## config.mk

```make
export PLATFORM = sky130hd
export DESIGN_NAME = dlle_ctrl
export DESIGN_NICKNAME = d
export VERILOG_FILES = /design/src/hw/rtl/dlle_pkg.sv /design/src/hw/rtl/dlle_ctrl.sv
export SDC_FILE = /design/constraint.sdc
export NUM_CORES = 1
export LEC_CHECK = 0
export BUFFER_PORTS_ARGS = -buffer_cell sky130_fd_sc_hd__clkbuf_2
export CORE_AREA = 2 2 39 41
export DETAILED_ROUTE_END_ITERATION = 6
export DIE_AREA = 0 0 41 43
export GPL_TIMING_DRIVEN = 0
export MAX_ROUTING_LAYER = met4
export PLACE_DENSITY = 0.39
export SLEW_MARGIN = 20
export SYNTH_ARGS = -nofsm -noshare
export SYNTH_HDL_FRONTEND = slang
export SYNTH_SLANG_ARGS = --single-unit
```

## constraint.sdc

```tcl
create_clock -name i_clk -period 1.4 [get_ports i_clk]
set_input_delay 0.28 -clock i_clk [delete_from_list [all_inputs] [get_ports i_clk]]
set_output_delay 0.28 -clock i_clk [all_outputs]
set_load 0.02 [all_outputs]
```

## src/hw/rtl/dlle_pkg.sv

```systemverilog
// shared types and constants for the doubly linked list engine
`default_nettype none

package dlle_pkg;

    localparam int KIND_W   = 3;
    localparam int HANDLE_W = 10;
    localparam int VALUE_W  = 64;
    localparam int STATUS_W = 2;

    localparam int NODES_DEFAULT = 1024;

    localparam int S_TDATA_W = ((HANDLE_W + VALUE_W + 7) / 8) * 8;
    localparam int M_TDATA_W = ((HANDLE_W + VALUE_W + HANDLE_W + 7) / 8) * 8;

    typedef enum logic [KIND_W-1:0] {
        KIND_INS_AFTER  = 3'd0,
        KIND_INS_BEFORE = 3'd1,
        KIND_ERASE      = 3'd2,
        KIND_SUCC       = 3'd3,
        KIND_PRED       = 3'd4,
        KIND_CLEAR      = 3'd5
    } t_kind;

    typedef enum logic [STATUS_W-1:0] {
        STATUS_OK   = 2'd0,
        STATUS_FULL = 2'd1,
        STATUS_BAD  = 2'd2
    } t_status;

    typedef enum logic [1:0] {
        ST_IDLE,
        ST_EXEC,
        ST_LINK,
        ST_RESULT
    } t_state;

    typedef struct packed {
        logic accept;
        logic exec;
        logic link;
        logic load_out;
    } t_dp_cmd;

    typedef struct packed {
        logic need_link;
    } t_dp_stat;

endpackage

`default_nettype wire

```

## src/hw/rtl/dlle_ctrl.sv

```systemverilog
// request sequencer and output handshake for the list engine
`default_nettype none

module dlle_ctrl (
    input  wire logic               i_clk,
    input  wire logic               i_rst_n,
    input  wire logic               i_in_valid,
    output logic                    o_in_ready,
    output logic                    o_out_valid,
    input  wire logic               i_out_ready,
    input  wire dlle_pkg::t_dp_stat i_stat,
    output dlle_pkg::t_dp_cmd       o_cmd
);

    dlle_pkg::t_state r_state;
    dlle_pkg::t_state n_state;
    logic             r_out_valid;
    logic             n_out_valid;

    always_ff @(posedge i_clk) begin
        if (!i_rst_n) begin
            r_state     <= dlle_pkg::ST_IDLE;
            r_out_valid <= 1'b0;
        end else begin
            r_state     <= n_state;
            r_out_valid <= n_out_valid;
        end
    end

    always_comb begin
        n_state    = r_state;
        o_cmd      = '0;
        o_in_ready = 1'b0;
        unique case (r_state)
            dlle_pkg::ST_IDLE: begin
                o_in_ready   = 1'b1;
                o_cmd.accept = i_in_valid;
                if (i_in_valid) begin
                    n_state = dlle_pkg::ST_EXEC;
                end
            end
            dlle_pkg::ST_EXEC: begin
                o_cmd.exec = 1'b1;
                n_state    = i_stat.need_link ? dlle_pkg::ST_LINK : dlle_pkg::ST_RESULT;
            end
            dlle_pkg::ST_LINK: begin
                o_cmd.link = 1'b1;
                n_state    = dlle_pkg::ST_RESULT;
            end
            dlle_pkg::ST_RESULT: begin
                if (!r_out_valid || i_out_ready) begin
                    o_cmd.load_out = 1'b1;
                    n_state        = dlle_pkg::ST_IDLE;
                end
            end
            default: n_state = dlle_pkg::ST_IDLE;
        endcase
    end

    always_comb begin
        if (o_cmd.load_out) begin
            n_out_valid = 1'b1;
        end else if (i_out_ready) begin
            n_out_valid = 1'b0;
        end else begin
            n_out_valid = r_out_valid;
        end
    end

    assign o_out_valid = r_out_valid;

endmodule

`default_nettype wire

```

==> reports/qor.yml <==
nNetsFinal: 52
end_kind: "flip-flop"
yosysSeqAreaShare_pct: 26.23
num_vias: 242
portBuffers: 10
holdCritPathClass: "in2reg"
p_leak_nw: 0.1883
critPathBufInv: 1
clockBufferDepth: 2
synthTopCellsByArea: "dfxtp_1, ha_1, nor2b_1"
synth_top_area_share_pct: 26.23
synth_nets: 33
yosysWarnings: 0
syn_to_final_growth_pct: 77.05
drive_gt1_share_pct: 61.90
core_um2: 1384
place.gp.congestion: 0.6618
worst_hold_slack_ns: 0.3166
slew_violations: 0
synth_cell_type_count: 15
syn_area_um2: 229.0
rows: 14
globalRouteOverflowTotal: 0
dr.pass1.iters: 4
dieWidth_um: 41
cp_max_fo: 4
fin_skew_ns: 0.00008174
met3WireLength_um: 54
startpoint: "r_state[1]"
vias_per_cell: 4.172
routed_wl_um: 578
ir_drop_mv: 0.7125
fin_crit_sh_pct: 97.87
first_global_vias: 224
cts_sinks: 3
cts_buffers: 3
cts_tree: "built"
slew_headroom_pct: 87.28
fin_util_pct: 29.29
crit_chain: "ha_4, buf_4, and3b_4, o31a_1, o21a_1"
dp_hpwl_um: 369.8
wl_met2_um: 252
grt_max_degree: 6
grt_antenna_before_repair: 0
worst-setup-path-type: "reg2reg"
dieArea_um2: 1763
syn_area_per_cell_um2: 9.540
final_cell_mix: "clkbuf_2, buf_4, nor2b_1, clkbuf_4"
cp_slowest_cell: "dfxtp_4"
synthCells: 24
wl_met1_um: 271
min_from: "i_rst_n"
crit_path_start_kind: "flip-flop"
slowest_delay_ns: 0.36
routed.top_layer: "met3"
rsz0062_at_grt: "true"
htree_levels: 1
powerDensity_nw_per_um2: 1836
worstPathArrival_ns: 1.49
min_period_ns: 1.370
layout_commonest_cell: "clkbuf_2"
grt_usage_pct: 8.094
die_h_um: 43
synth-seq-cells: 3
ant_nets: 0
diodes: 0
synth_top_area_cell: "dfxtp_1"
clk_pin_slew_ns: 0.03
grt_pass1_wl_um: 910
drc: 0
timing.rr.start: "r_state[1]"
tightest_slew_ns: 0.1892
io_pins: 11
initialDrtViolationCount: 4
fmax_mhz: 729.8
fin_tns_setup_ns: 0
cp.required_ns: 1.52
root_buffer: "clkbuf_4"
insertion_delay_ns: 0.23
status: "complete, no violations"
setup_violations: 0
maxCapViolations: 0
hold_viol: 0
cp_top_family: "compound AO/OA/AOI/OAI gates"
initial_core_util_pct: 16.55
wire_per_inst_um: 9.966
[path summary, 6_finish.rpt]
path	end	slack, ns	cells after the start
min	r_state[0]	0.32	2
min reg2reg	o_out_valid	0.63	2
max reg2reg	r_state[0]	0.03	5
max	r_state[0]	0.03	5
[sequential cells by signal, indices dropped and copies added (netlist names)]
| signal | count |
|---|---|
| r_state | 2 |
| o_out_valid | 1 |
[synthesized netlist by cell type]
cell type,n
and2_1,1
buf_4,1
mux2i_1,1
nor2b_1,3
ha_1,4
inv_1,2
o31a_1,1
o211ai_1,1
and3b_4,1
o31ai_1,1
and2b_2,1
nand2_1,1
dfxtp_1,3
nor3_1,1
o21a_1,2
[power breakdown]
part | internal, mW | switching, mW
Clock | 0.107 | 0.0417
Sequential | 0.121 | 0.0369
Combinational | 0.228 | 0.210
[layout make-up]
| cell class | instances | area [um2] |
|---|---|---|
| fillers | 149 | 978.4 |
| multi-input cells | 18 | 178.9 |
| repair buffers | 15 | 102.6 |
| flip-flops and latches | 3 | 67.56 |
| clock buffers | 4 | 26.28 |
| well taps | 16 | 20.02 |
| inverters | 2 | 10.01 |
[what timing repair did]
action / CTS / global route
pin swaps: 1 / 1
setup buffers: 3 / 2
hold buffers: 0 / 0
endpoints found under the setup margin: 3 / 1
resized for setup: 13 / 3
[stage by stage]
stage | cell area, um2 | setup WS [ns] | power (mW) | instances
2_1_floorplan | 229.0 | 0.07237 | 0.3488 | 24
3_5_place_dp | 299.0 | 0.05707 | 0.4203 | 50
6_report | 405.4 | 0.02985 | 0.7443 | 58
3_3_place_gp | 299.0 | 0.06929 | 0.4235 | 50
4_1_cts | 384.1 | 0.002035 | 0.6825 | 56
5_1_grt | 405.4 | -0.006167 | 0.7950 | 58
[layer usage]
layer / up-vias / global-route usage, %
li1: 117 / -
met1: 109 / 9.841
met2: 16 / 10.31
met3: 0 / 3.141
met4: 0 / 6.000
met5: - / -
[cell families after synthesis]
family	after synthesis	synth area share, %
AO/OA/AOI/OAI	5	16.94
flip-flops	3	26.23
buffers and inverters	3	6.560
adder cells (fa/ha/maj)	4	21.86
AND/OR/NAND/NOR	8	24.04
multiplexers	1	4.372
Power figures use the tool's default switching activity.
